### config.mk
export PLATFORM = sky130hd
export DESIGN_NAME = epoch_seconds_to_utc_date_flat
export DESIGN_NICKNAME = d
export VERILOG_FILES = /design/src/esud_pkg.sv /design/src/esud_if.sv /design/src/esud_datapath.sv /design/src/esud_ctrl.sv /design/src/epoch_seconds_to_utc_date.sv /design/src/flat_wrapper.sv
export SDC_FILE = /design/constraint.sdc
export NUM_CORES = 1
export LEC_CHECK = 0
export BUFFER_PORTS_ARGS = -buffer_cell sky130_fd_sc_hd__buf_4
export CAP_MARGIN = 20
export CORE_MARGIN = 2
export CORE_UTILIZATION = 50
export CTS_CLUSTER_SIZE = 8
export DETAILED_ROUTE_END_ITERATION = 10
export PLACE_DENSITY = 0.68
export SLEW_MARGIN = 20
export SYNTH_ARGS = -nofsm -noshare
export SYNTH_HDL_FRONTEND = slang
export SYNTH_HIERARCHICAL = 1
export SYNTH_SLANG_ARGS = --single-unit
### constraint.sdc
create_clock -name clk_i -period 9.85 [get_ports clk_i]
set_input_delay 0.985 -clock clk_i [delete_from_list [all_inputs] [get_ports clk_i]]
set_output_delay 0.985 -clock clk_i [all_outputs]
set_load 0.01 [all_outputs]
### src/esud_pkg.sv
package esud_pkg;

  // input word width and the resulting day quotient width
  localparam int unsigned SecondsW = 32;
  localparam int unsigned TodW = 17;
  localparam int unsigned DayQuotW = SecondsW - 16;
  localparam int unsigned DayCntW = 2;
  localparam int unsigned TodCntW = 3;

  localparam logic [TodW-1:0] SecsPerDay = TodW'(86400);
  localparam logic [TodW-1:0] SecsPerHour = TodW'(3600);
  localparam logic [TodW-1:0] SecsPerMin = TodW'(60);

  // day count by reciprocal multiply: 86400 = 675 << 7, so the low 7 bits drop out
  localparam int unsigned DayDivInW = SecondsW - 7;
  localparam int unsigned DayRecipW = DayDivInW + 1;
  localparam int unsigned DayRecipSh = DayDivInW + 10;
  localparam int unsigned DayProdW = DayDivInW + DayRecipW;
  localparam logic [DayRecipW-1:0] DayRecip =
    DayRecipW'(((64'd1 << DayRecipSh) + 64'd674) / 64'd675);

  // days / 7 by reciprocal multiply, for the weekday
  localparam int unsigned WkRecipW = DayQuotW + 1;
  localparam int unsigned WkRecipSh = DayQuotW + 3;
  localparam int unsigned WkProdW = DayQuotW + WkRecipW;
  localparam logic [WkRecipW-1:0] WkRecip =
    WkRecipW'(((64'd1 << WkRecipSh) + 64'd6) / 64'd7);

  // hour: 3600 = 225 << 4, minute: 60 = 15 << 2
  localparam int unsigned HourProdW = 27;
  localparam int unsigned HourRecipSh = 21;
  localparam logic [13:0] HourRecip = 14'd9321;
  localparam int unsigned MinProdW = 21;
  localparam int unsigned MinRecipSh = 14;
  localparam logic [10:0] MinRecip = 11'd1093;

  // steps of the day split
  localparam logic [DayCntW-1:0] DayQuot = 2'd0;
  localparam logic [DayCntW-1:0] DayRem = 2'd1;
  localparam logic [DayCntW-1:0] DayWeek = 2'd2;

  // steps of the time of day split
  localparam logic [TodCntW-1:0] TodHour = 3'd0;
  localparam logic [TodCntW-1:0] TodHourRem = 3'd1;
  localparam logic [TodCntW-1:0] TodMin = 3'd2;
  localparam logic [TodCntW-1:0] TodMinRem = 3'd3;
  localparam logic [TodCntW-1:0] TodDone = 3'd4;

  // year bookkeeping, starting at 1970
  localparam logic [7:0] StartYear = 8'd70;
  localparam logic [1:0] StartMod4 = 2'd2;
  localparam logic [6:0] StartMod100 = 7'd70;
  localparam logic [8:0] StartMod400 = 9'd370;

  localparam logic [3:0] LastMonth = 4'd11;
  localparam logic [3:0] February = 4'd1;

  typedef struct packed {
    logic load;
    logic day_step;
    logic tod_step;
    logic year_step;
    logic yday_load;
    logic month_step;
    logic out_load;
  } cmd_t;

  typedef struct packed {
    logic day_last;
    logic tod_done;
    logic year_done;
    logic month_done;
    logic out_free;
  } status_t;

  typedef struct packed {
    logic [5:0] second_of_minute;
    logic [5:0] minute_of_hour;
    logic [4:0] hour_of_day;
    logic [4:0] day_of_month;
    logic [3:0] month_index;
    logic [7:0] years_since_1900;
    logic [2:0] weekday;
    logic [8:0] day_of_year;
  } result_t;

  // month lengths of a common year
  function automatic logic [4:0] month_len(input logic [3:0] month);
    logic [4:0] len;
    case (month)
      4'd1: len = 5'd28;
      4'd3, 4'd5, 4'd8, 4'd10: len = 5'd30;
      default: len = 5'd31;
    endcase
    return len;
  endfunction

endpackage

### src/esud_if.sv
interface esud_in_if import esud_pkg::*; ();
  logic valid;
  logic ready;
  logic [SecondsW-1:0] seconds_since_epoch;

  modport source (output valid, output seconds_since_epoch, input ready);
  modport sink (input valid, input seconds_since_epoch, output ready);
endinterface

interface esud_out_if import esud_pkg::*; ();
  logic valid;
  logic ready;
  logic [5:0] second_of_minute;
  logic [5:0] minute_of_hour;
  logic [4:0] hour_of_day;
  logic [4:0] day_of_month;
  logic [3:0] month_index;
  logic [7:0] years_since_1900;
  logic [2:0] weekday;
  logic [8:0] day_of_year;

  modport source (
    output valid, output second_of_minute, output minute_of_hour, output hour_of_day,
    output day_of_month, output month_index, output years_since_1900, output weekday,
    output day_of_year, input ready
  );
  modport sink (
    input valid, input second_of_minute, input minute_of_hour, input hour_of_day,
    input day_of_month, input month_index, input years_since_1900, input weekday,
    input day_of_year, output ready
  );
endinterface

### src/esud_datapath.sv
module esud_datapath import esud_pkg::*; (
  input  logic                clk_i,
  input  logic                rst_ni,
  input  cmd_t                cmd_i,
  output status_t             status_o,
  input  logic [SecondsW-1:0] seconds_i,
  input  logic                out_ready_i,
  output logic                out_valid_o,
  output result_t             result_o
);

  logic [SecondsW-1:0] t_q, t_d;
  logic [TodW-1:0]     part_q, part_d;
  logic [DayQuotW-1:0] days_q, days_d;
  logic [2:0]          q7_q, q7_d;
  logic [2:0]          wmod_q, wmod_d;
  logic [DayCntW-1:0]  day_cnt_q, day_cnt_d;
  logic [TodCntW-1:0]  tod_cnt_q, tod_cnt_d;
  logic [4:0]          hour_q, hour_d;
  logic [5:0]          min_q, min_d;
  logic [7:0]          year_q, year_d;
  logic [1:0]          mod4_q, mod4_d;
  logic [6:0]          mod100_q, mod100_d;
  logic [8:0]          mod400_q, mod400_d;
  logic [8:0]          yday_q, yday_d;
  logic [3:0]          month_q, month_d;
  result_t             res_q, res_d;
  logic                out_valid_q, out_valid_d;

  logic [DayProdW-1:0]  day_prod;
  logic [WkProdW-1:0]   wk_prod;
  logic [TodW-1:0]      day_secs;
  logic [HourProdW-1:0] hour_prod;
  logic [TodW-1:0]      hour_secs;
  logic [MinProdW-1:0]  min_prod;
  logic [TodW-1:0]      min_secs;
  logic                 leap;
  logic [8:0]           ylen;
  logic [4:0]           mlen;
  logic [3:0]           wsum;
  logic [2:0]           wday;

  // days = seconds / 86400: drop the 7 zero bits of 86400, multiply by 2^k / 675
  assign day_prod = DayProdW'(t_q[SecondsW-1:7]) * DayProdW'(DayRecip);
  // days / 7, only the low quotient bits are needed for days mod 7
  assign wk_prod  = WkProdW'(days_q) * WkProdW'(WkRecip);
  // low bits of days * 86400 are enough, the remainder is below 86400
  assign day_secs = TodW'(days_q) * SecsPerDay;

  // hour from the time of day, then minute from what is left below 3600
  assign hour_prod = HourProdW'(part_q[TodW-1:4]) * HourProdW'(HourRecip);
  assign hour_secs = TodW'(hour_q) * SecsPerHour;
  assign min_prod  = MinProdW'(part_q[11:2]) * MinProdW'(MinRecip);
  assign min_secs  = TodW'(min_q) * SecsPerMin;

  assign leap = ((mod4_q == 2'd0) && (mod100_q != 7'd0)) || (mod400_q == 9'd0);
  assign ylen = leap ? 9'd366 : 9'd365;
  assign mlen = (leap && (month_q == February)) ? 5'd29 : month_len(month_q);

  assign wsum = {1'b0, wmod_q} + 4'd4;
  assign wday = (wsum >= 4'd7) ? 3'(wsum - 4'd7) : wsum[2:0];

  always_comb begin
    t_d       = t_q;
    part_d    = part_q;
    days_d    = days_q;
    q7_d      = q7_q;
    wmod_d    = wmod_q;
    day_cnt_d = day_cnt_q;
    tod_cnt_d = tod_cnt_q;
    hour_d    = hour_q;
    min_d     = min_q;
    year_d    = year_q;
    mod4_d    = mod4_q;
    mod100_d  = mod100_q;
    mod400_d  = mod400_q;
    yday_d    = yday_q;
    month_d   = month_q;
    res_d     = res_q;
    out_valid_d = out_valid_q;

    if (out_valid_q && out_ready_i) begin
      out_valid_d = 1'b0;
    end

    if (cmd_i.load) begin
      t_d       = seconds_i;
      days_d    = '0;
      wmod_d    = '0;
      day_cnt_d = '0;
      tod_cnt_d = '0;
      hour_d    = '0;
      min_d     = '0;
      year_d    = StartYear;
      mod4_d    = StartMod4;
      mod100_d  = StartMod100;
      mod400_d  = StartMod400;
      month_d   = '0;
    end

    if (cmd_i.day_step) begin
      case (day_cnt_q)
        DayQuot: begin
          days_d = day_prod[DayRecipSh +: DayQuotW];
        end
        DayRem: begin
          part_d = t_q[TodW-1:0] - day_secs;
          q7_d   = wk_prod[WkRecipSh +: 3];
        end
        default: begin
          // days - 7q equals days + q modulo 8, and the true value is below 7
          wmod_d = days_q[2:0] + q7_q;
        end
      endcase
      day_cnt_d = day_cnt_q + DayCntW'(1);
    end

    if (cmd_i.tod_step) begin
      case (tod_cnt_q)
        TodHour: begin
          hour_d = hour_prod[HourRecipSh +: 5];
        end
        TodHourRem: begin
          part_d = part_q - hour_secs;
        end
        TodMin: begin
          min_d = min_prod[MinRecipSh +: 6];
        end
        default: begin
          part_d = part_q - min_secs;
        end
      endcase
      tod_cnt_d = tod_cnt_q + TodCntW'(1);
    end

    if (cmd_i.year_step) begin
      days_d   = days_q - DayQuotW'(ylen);
      year_d   = year_q + 8'd1;
      mod4_d   = mod4_q + 2'd1;
      mod100_d = (mod100_q == 7'd99) ? 7'd0 : mod100_q + 7'd1;
      mod400_d = (mod400_q == 9'd399) ? 9'd0 : mod400_q + 9'd1;
    end

    if (cmd_i.yday_load) begin
      yday_d = days_q[8:0];
    end

    if (cmd_i.month_step) begin
      days_d  = days_q - DayQuotW'(mlen);
      month_d = month_q + 4'd1;
    end

    if (cmd_i.out_load) begin
      res_d.second_of_minute = part_q[5:0];
      res_d.minute_of_hour   = min_q;
      res_d.hour_of_day      = hour_q;
      res_d.day_of_month     = days_q[4:0] + 5'd1;
      res_d.month_index      = month_q;
      res_d.years_since_1900 = year_q;
      res_d.weekday          = wday;
      res_d.day_of_year      = yday_q;
      out_valid_d            = 1'b1;
    end
  end

  always_ff @(posedge clk_i) begin
    t_q       <= t_d;
    part_q    <= part_d;
    days_q    <= days_d;
    q7_q      <= q7_d;
    wmod_q    <= wmod_d;
    day_cnt_q <= day_cnt_d;
    tod_cnt_q <= tod_cnt_d;
    hour_q    <= hour_d;
    min_q     <= min_d;
    year_q    <= year_d;
    mod4_q    <= mod4_d;
    mod100_q  <= mod100_d;
    mod400_q  <= mod400_d;
    yday_q    <= yday_d;
    month_q   <= month_d;
    res_q     <= res_d;
  end

  always_ff @(posedge clk_i or negedge rst_ni) begin
    if (!rst_ni) begin
      out_valid_q <= 1'b0;
    end else begin
      out_valid_q <= out_valid_d;
    end
  end

  assign status_o.day_last   = day_cnt_q == DayWeek;
  assign status_o.tod_done   = tod_cnt_q == TodDone;
  assign status_o.year_done  = days_q < DayQuotW'(ylen);
  assign status_o.month_done = (month_q == LastMonth) || (days_q < DayQuotW'(mlen));
  assign status_o.out_free   = !out_valid_q || out_ready_i;

  assign out_valid_o = out_valid_q;
  assign result_o    = res_q;

endmodule

### src/esud_ctrl.sv
module esud_ctrl import esud_pkg::*; (
  input  logic    clk_i,
  input  logic    rst_ni,
  input  logic    in_valid_i,
  output logic    in_ready_o,
  input  status_t status_i,
  output cmd_t    cmd_o
);

  typedef enum logic [4:0] {
    StIdle    = 5'b00001,
    StDay     = 5'b00010,
    StTodYear = 5'b00100,
    StMonth   = 5'b01000,
    StDone    = 5'b10000
  } state_e;

  state_e state_q, state_d;

  always_comb begin
    state_d = state_q;
    cmd_o   = '0;
    case (state_q)
      StIdle: begin
        if (in_valid_i) begin
          cmd_o.load = 1'b1;
          state_d    = StDay;
        end
      end
      StDay: begin
        cmd_o.day_step = 1'b1;
        if (status_i.day_last) begin
          state_d = StTodYear;
        end
      end
      StTodYear: begin
        // time of day and year search run side by side
        cmd_o.tod_step  = !status_i.tod_done;
        cmd_o.year_step = !status_i.year_done;
        if (status_i.tod_done && status_i.year_done) begin
          cmd_o.yday_load = 1'b1;
          state_d         = StMonth;
        end
      end
      StMonth: begin
        if (status_i.month_done) begin
          state_d = StDone;
        end else begin
          cmd_o.month_step = 1'b1;
        end
      end
      StDone: begin
        if (status_i.out_free) begin
          cmd_o.out_load = 1'b1;
          state_d        = StIdle;
        end
      end
      default: begin
        state_d = StIdle;
      end
    endcase
  end

  always_ff @(posedge clk_i or negedge rst_ni) begin
    if (!rst_ni) begin
      state_q <= StIdle;
    end else begin
      state_q <= state_d;
    end
  end

  assign in_ready_o = state_q == StIdle;

endmodule

### src/epoch_seconds_to_utc_date.sv
// epoch seconds to utc calendar date
//
// in_i carries one word: an unsigned count of seconds since 1970-01-01 utc.
// out_o gives one word per input: second, minute, hour, day of month, month,
// years since 1900, weekday (0 sunday) and day of year.
// both channels use valid/ready; a word moves when both are high.
//
// one word at a time: after acceptance the controller runs these steps in order:
//   StDay: splitting days from the time of day and finding the weekday
//   StTodYear: hour/minute split next to the year search
//   StMonth: month search; StDone: load the result register
// the result shows once it is in the output register, and the next word can be
// taken in that same cycle. the year search loop is the longest step, and a word
// takes longest for a date in december 2105.
// in_ready is high only while the controller is idle.
// the result sits in an output register, so a new word is taken while the last
// result waits; a stalled receiver holds the next result in the datapath.
// reset clears the controller and the output valid; a word in flight is lost, none made up.
module epoch_seconds_to_utc_date import esud_pkg::*; (
  input  logic        clk_i,
  input  logic        rst_ni,
  esud_in_if.sink     in_i,
  esud_out_if.source  out_o
);

  cmd_t    cmd;
  status_t status;
  result_t result;

  esud_ctrl u_ctrl (
    .clk_i      (clk_i),
    .rst_ni     (rst_ni),
    .in_valid_i (in_i.valid),
    .in_ready_o (in_i.ready),
    .status_i   (status),
    .cmd_o      (cmd)
  );

  esud_datapath u_datapath (
    .clk_i       (clk_i),
    .rst_ni      (rst_ni),
    .cmd_i       (cmd),
    .status_o    (status),
    .seconds_i   (in_i.seconds_since_epoch),
    .out_ready_i (out_o.ready),
    .out_valid_o (out_o.valid),
    .result_o    (result)
  );

  assign out_o.second_of_minute = result.second_of_minute;
  assign out_o.minute_of_hour   = result.minute_of_hour;
  assign out_o.hour_of_day      = result.hour_of_day;
  assign out_o.day_of_month     = result.day_of_month;
  assign out_o.month_index      = result.month_index;
  assign out_o.years_since_1900 = result.years_since_1900;
  assign out_o.weekday          = result.weekday;
  assign out_o.day_of_year      = result.day_of_year;

endmodule
### src/flat_wrapper.sv
// flat-port wrapper written by rule: the top's interface ports become plain ports
module epoch_seconds_to_utc_date_flat import esud_pkg::*;
  (clk_i, rst_ni, in_i_valid, in_i_seconds_since_epoch, in_i_ready, out_o_valid, out_o_second_of_minute, out_o_minute_of_hour, out_o_hour_of_day, out_o_day_of_month, out_o_month_index, out_o_years_since_1900, out_o_weekday, out_o_day_of_year, out_o_ready);
  esud_in_if in_i_i ();
  esud_out_if out_o_i ();
  input  logic clk_i;
  input  logic rst_ni;
  input wire logic [$bits(in_i_i.valid)-1:0] in_i_valid;
  input wire logic [$bits(in_i_i.seconds_since_epoch)-1:0] in_i_seconds_since_epoch;
  output wire logic [$bits(in_i_i.ready)-1:0] in_i_ready;
  output wire logic [$bits(out_o_i.valid)-1:0] out_o_valid;
  output wire logic [$bits(out_o_i.second_of_minute)-1:0] out_o_second_of_minute;
  output wire logic [$bits(out_o_i.minute_of_hour)-1:0] out_o_minute_of_hour;
  output wire logic [$bits(out_o_i.hour_of_day)-1:0] out_o_hour_of_day;
  output wire logic [$bits(out_o_i.day_of_month)-1:0] out_o_day_of_month;
  output wire logic [$bits(out_o_i.month_index)-1:0] out_o_month_index;
  output wire logic [$bits(out_o_i.years_since_1900)-1:0] out_o_years_since_1900;
  output wire logic [$bits(out_o_i.weekday)-1:0] out_o_weekday;
  output wire logic [$bits(out_o_i.day_of_year)-1:0] out_o_day_of_year;
  input wire logic [$bits(out_o_i.ready)-1:0] out_o_ready;
  assign in_i_i.valid = in_i_valid;
  assign in_i_i.seconds_since_epoch = in_i_seconds_since_epoch;
  assign in_i_ready = in_i_i.ready;
  assign out_o_valid = out_o_i.valid;
  assign out_o_second_of_minute = out_o_i.second_of_minute;
  assign out_o_minute_of_hour = out_o_i.minute_of_hour;
  assign out_o_hour_of_day = out_o_i.hour_of_day;
  assign out_o_day_of_month = out_o_i.day_of_month;
  assign out_o_month_index = out_o_i.month_index;
  assign out_o_years_since_1900 = out_o_i.years_since_1900;
  assign out_o_weekday = out_o_i.weekday;
  assign out_o_day_of_year = out_o_i.day_of_year;
  assign out_o_i.ready = out_o_ready;
  epoch_seconds_to_utc_date u_core (.clk_i(clk_i), .rst_ni(rst_ni), .in_i(in_i_i), .out_o(out_o_i));
endmodule
After elaboration in Yosys (flattened, before gate mapping)

Cells that the tools add are included.

Add/subtract/negate cells: 16
Equal/unequal tests: 23
Shift operators: 0
Reduce and logical (&&, ||, !) cells: 25
$lt $le $gt $ge: 3
Div/mod/pow operators: 0
Bitwise logic cells: 0
Mux-type cells: 55
Multiply operators: 7

Operators by type and width:

| operator                                                               | number |
|---|---|
| 16-bit 2-to-1 mux                                                      | 5 |
| 25-bit by 26-bit multiplier with 51-bit output (second input constant) | 1 |
| 17-bit 2-to-1 mux                                                      | 3 |
| 5-bit 2-to-1 mux                                                       | 9 |
| 17-bit one-hot mux with 2 select lines                                 | 1 |
| 17-bit subtractor                                                      | 2 |
| 9-bit 2-to-1 mux                                                       | 3 |
| 13-bit by 14-bit multiplier with 26-bit output (second input constant) | 1 |
| 5-bit one-hot mux with 5 select lines                                  | 1 |
| 16-bit by 17-bit multiplier with 22-bit output (second input constant) | 1 |
| 3-bit 2-to-1 mux                                                       | 7 |
| 7-bit 2-to-1 mux                                                       | 3 |
| 10-bit by 11-bit multiplier with 20-bit output (second input constant) | 1 |
| 6-bit 2-to-1 mux                                                       | 3 |
| 17-bit by 12-bit subtractor with 17-bit output                         | 1 |
| 16-bit by 5-bit less-than comparator with 1-bit output                 | 1 |
| 16-bit by 9-bit less-than comparator with 1-bit output                 | 1 |
| 16-bit by 10-bit multiplier with 10-bit output (second input constant) | 1 |
| 8-bit 2-to-1 mux                                                       | 2 |
| 16-bit by 5-bit subtractor with 16-bit output                          | 1 |
| 16-bit by 9-bit subtractor with 16-bit output                          | 1 |
| 5-bit by 8-bit multiplier with 13-bit output (second input constant)   | 1 |
| 4-bit == test (second input constant)                                  | 3 |
| 6-bit by 4-bit multiplier with 10-bit output (second input constant)   | 1 |
| other kinds (44)                                                       | 75 |

Bits of input ports: 36
RAM bits: 0
ROM bits: 0
Word-level logic and storage cells: 154
Memories: 0
Bits in registers: 178
Bits in latches: 0

Longest topological paths before layout

Depth after elaboration: 10
Mapped depth: 26
Mapped depth without buffers: 26

Cells and area by module

The synthesis kept the hierarchy.

By module, submodules not included:

| module        | area each (µm²) | cells each | times used |
|---|---|---|---|
| esud_datapath | 25,441.9        | 2,510      | 1 |
| esud_ctrl     | 360.3           | 43         | 1 |

Worst setup path before layout

Ideal clock, no wire load.

Path type: register to register
Start point: register u_core.u_datapath.t_q[24]
End point: register u_core.u_datapath.days_q[11]
Stages on the path, launching flop included: 21
Arrival time: 6,667 ps
Clock period less this slack: 6,754 ps
Library setup time: 86 ps
Buffers on the path: 0
Path slack: 3,096 ps
Path through: edfxtp_1 > fa_1 > ha_1 > fa_1 > fa_1 > fa_1 > fa_1 > inv_1 > fa_1 > inv_1 > ha_1 > nand4_1 > or2_2 > a211o_2 > o41ai_1 > a211oi_2 > nor3b_2 > nor3_2 > a221o_1 > mux2_1 > a221oi_2

Word-level cells in the longest chain between the ends: 5

RTL lines:

| element                                        | line                 | source |
|---|---|---|
| from (decl)                                    | esud_datapath.sv:12  | `logic [SecondsW-1:0] t_q, t_d;` |
| from (signal assigned)                         | esud_datapath.sv:167 | `t_q <= t_d;` |
| 25-bit by 26-bit multiplier with 51-bit output | esud_datapath.sv:44  | `assign day_prod = DayProdW'(t_q[SecondsW-1:7]) * DayProdW'(DayRecip);` |
| 16-bit 2-to-1 mux                              | esud_datapath.sv:102 | `case (day_cnt_q)` |
| 16-bit 2-to-1 mux                              | esud_datapath.sv:101 | `if (cmd_i.day_step) begin` |
| 16-bit 2-to-1 mux                              | esud_datapath.sv:136 | `if (cmd_i.year_step) begin` |
| 16-bit 2-to-1 mux                              | esud_datapath.sv:148 | `if (cmd_i.month_step) begin` |
| named net u_core.u_datapath.days_d[11]         | esud_datapath.sv:14  | `logic [DayQuotW-1:0] days_q, days_d;` |
| to (signal assigned)                           | esud_datapath.sv:169 | `days_q <= days_d;` |
| to (decl)                                      | esud_datapath.sv:14  |  |

The timed path passes the listed nets, and every way through them passes these cells.
A chain may end at the register's enable or synchronous reset.

Worst setup path after layout

Start point: register u_core.u_datapath.t_q[28]
End point: register u_core.u_datapath.days_q[11]

Same word-level chain as after synthesis.

==> results_dict.tcl <==
set metrics [dict create \
    status "finished, final reports clean" \
    drt-vias-per-instance 5.311 \
    tns_ns 0 \
    r2r_cells 22 \
    drc_errors 0 \
    worst-setup-path-type "register to register" \
    met2_wirelength_um 28270 \
    grt_antenna_before_repair 0 \
    detail_route.wl_per_cell_um 17.52 \
    routed_wl_um 58310 \
    area_growth_pct 7.783 \
    maxCapViolations 0 \
    dieArea_mm2 0.05344 \
    rsz0062_at_grt "no" \
    grt_usage_pct 22.77 \
    drtAntennaViolNets 0 \
    dr.pass1.iters 5 \
    die_w_um 231.2 \
    grt_pass1_wl_um 95580 \
    slowest_delay_ns 0.64 \
    finalHoldViolations 0 \
    synth-warning-count 6 \
    htree_levels 4 \
    die_height_um 231.2 \
    crit_end "u_core/u_datapath/days_q[11]" \
    root_buffer "clkbuf_16" \
    worst_r2r_startpoint "u_core/u_datapath/t_q[28]" \
    timing.final.crit_share_pct 73.82 \
    vias 17676 \
    r2r_slack_ns 2.58 \
    finalMaxSlewViolations 0 \
    synth_fp_nets 3483 \
    synth_ff_type "edfxtp_1" \
    ys_seq_area_share_pct 18.94 \
    critical_path_required_ns 10.25 \
    critPathMostFrequentCell "fa_1" \
    ys_ff_latch 178 \
    hold_class "primary input to asynchronous set/reset pin" \
    met3WireLength_um 2362 \
    ctsResizeCount 0 \
    skew_ns 0.02015 \
    min_period_ns 7.271 \
    grt_max_degree 41 \
    hpwl_um 48330 \
    core_mm2 0.05120 \
    rows 83 \
    m1WireLength_um 26250 \
    gr-total-overflow 0 \
    syn_avg_cell_area_um2 10.11 \
    antenna-diode-count 0 \
    drt_iter0_drc 908 \
    crit_start "u_core/u_datapath/t_q[28]" \
    synth_edf_count 129 \
    cp_cell_sequence "fa_1 -> ha_1 -> inv_1 -> fa_1 -> fa_1 -> inv_1 -> fa_1 -> inv_1 -> fa_1 -> inv_1 -> fa_1 -> ha_1 -> and2_1 -> nand3_1 -> a211o_2 -> o41ai_1 -> a211oi_2 -> nor3b_2 -> nor3_2 -> a221o_1 -> mux2_1 -> a221oi_2" \
    hold_buffers 0 \
    grt_pass1_vias 18808 \
    start_kind "register" \
    top_layer "met4" \
    async_reset_ff_share_pct 3.371 \
    clock-sinks 178 \
    synthCells 2553 \
    globalplace.congestion 0.9392 \
    yosysUniqueCellTypes 77 \
    fill_cells 4498 \
    critPathCaptureType "register" \
    cp_max_fo 8 \
    cts_buffer_depth 2 \
    synth_area_mm2 0.02580 \
    clk_latency_ns 0.49 \
    io_pins 84 \
    initial_core_util_pct 50.40 \
    crit_slowest_cell "edfxtp_1" \
    final_layout_size_suffix_gt1_share_pct 5.665 \
    tightest_slew_ns 0.9386 \
    arrival_ns 7.67 \
    max_freq_mhz 137.5 \
    post_cts_buffers 0 \
    slew_headroom_pct 35.81 \
    port-buffer-count 83 \
    mostFrequentLayoutCells "ha_1 (612), inv_1 (603), fa_1 (282)" \
    setup_violations 0 \
    cts_made_buffers 17 \
    cts_tree "done" \
    clk_pin_slew_ns 0.09 \
    fin_nets 3565 \
    r2r-end "u_core/u_datapath/days_q[11]" \
    final_common_cell "ha_1" \
]
-- state kept, by name, summed over array words and instances, names as in the netlist, 3 cells and up --
| register | cells |
|---|---|
| u_core/u_ctrl/state_q | 5 |
| u_core/u_datapath/days_q | 16 |
| u_core/u_datapath/hour_q | 5 |
| u_core/u_datapath/min_q | 6 |
| u_core/u_datapath/mod100_q | 7 |
| u_core/u_datapath/mod400_q | 9 |
| u_core/u_datapath/month_q | 4 |
| u_core/u_datapath/part_q | 17 |
| u_core/u_datapath/q7_q | 3 |
| u_core/u_datapath/result_o | 46 |
| u_core/u_datapath/t_q | 32 |
| u_core/u_datapath/tod_cnt_q | 3 |
| u_core/u_datapath/wmod_q | 3 |
| u_core/u_datapath/yday_q | 9 |
| u_core/u_datapath/year_q | 8 |
-- how the worst min path moves through the flow --
stage                           startpoint                             to  cells past startpoint
6_report                            rst_ni  u_core/u_datapath/out_valid_o                      1
5_1_grt                             rst_ni  u_core/u_datapath/out_valid_o                      1
4_1_cts                             rst_ni  u_core/u_datapath/out_valid_o                      1
3_5_place_dp   u_core/u_datapath/yday_q[3]  u_core/u_datapath/result_o[3]                      0
3_3_place_gp   u_core/u_datapath/yday_q[3]  u_core/u_datapath/result_o[3]                      0
2_1_floorplan  u_core/u_datapath/yday_q[0]  u_core/u_datapath/result_o[0]                      0
-- final cells by class --
class	count	area, um2	share of cell area (%)
Clock buffer	17	425.4	1.530
Clock inverter	15	173.9	0.6254
Inverter	606	2275	8.179
Multi-Input combinational cell	1742	18520	66.61
Sequential cell	178	4886	17.57
Tap cell	680	850.8	3.059
Timing Repair Buffer	90	675.6	2.429
-- metal layers --
| metal | global-route usage, % | up-vias |
|---|---|---|
| met5 | 0 | - |
| met4 | 6.694 | 0 |
| met2 | 39.87 | 380 |
| met3 | 2.990 | 95 |
| li1 | - | 8582 |
| met1 | 29.35 | 8619 |
-- worst max-delay path: cells and delay by family (launching register included) --
kind                     cells  cell delay, ns
adder cells (fa/ha/maj)      8            3.73
buffers and inverters        4            0.24
AND/OR/NAND/NOR              4            0.83
flip-flops                   1            0.64
AO/OA/AOI/OAI                5            1.38
multiplexers                 1            0.36
-- Yosys cell counts, types with 3 or more instances --
library cell	number	area (um2)
or2_2	8	50.05
o21a_1	11	82.58
o22ai_1	8	50.05
nor2_1	93	349.1
and3_1	13	81.33
nor4_1	7	43.79
nand2_1	113	424.2
or3_1	3	18.77
and2_1	15	93.84
o31ai_1	6	45.04
clkinv_1	3	11.26
o211ai_1	9	67.56
a22oi_1	3	22.52
clkbuf_1	21	78.83
dfrtp_1	5	125.1
a2111o_1	3	33.78
inv_1	603	2263
a311oi_1	3	26.28
o41ai_1	6	52.55
a31oi_1	18	112.6
a21o_1	42	315.3
a221oi_1	6	52.55
o21ai_0	72	360.4
nand2b_1	15	93.84
nor2b_1	13	81.33
fa_1	282	5645
a211oi_1	9	67.56
buf_6	3	33.78
o221ai_1	12	105.1
a21boi_0	3	22.52
o21bai_1	14	105.1
a21oi_1	87	435.4
nand3_1	50	250.2
dfxtp_1	43	860.8
xor2_1	41	359.1
ha_1	612	7657
a2111oi_0	4	35.03
nor3_1	14	70.07
edfxtp_1	129	3874
nand4_1	9	56.30
xnor2_1	92	805.8
mux2i_1	4	40.04
-- metrics by stage --
step	instances	hold slack [ns]	setup WS [ns]	cell area, um2	util, %
finish	3328	0.2865	2.579	27810	54.32
global route	3328	0.2694	2.207	27810	54.32
CTS	3328	0.2558	2.554	27810	54.31
detailed placement	3296	0.4098	2.553	27210	53.14
global placement	3296	0.4092	2.687	27210	53.14
floorplan	2553	0.4003	3.096	25800	-
-- cells by family after synthesis --
group	synth area share [%]
buffers and inverters	9.301
XOR/XNOR	4.515
adder cells (fa/ha/maj)	51.56
multiplexers	0.2861
flip-flops	18.94
AND/OR/NAND/NOR	6.828
AO/OA/AOI/OAI	8.578
Power is left out: the tool's default activity adds up to more than one toggle a clock period on the data nets, which glitch-free logic cannot reach.
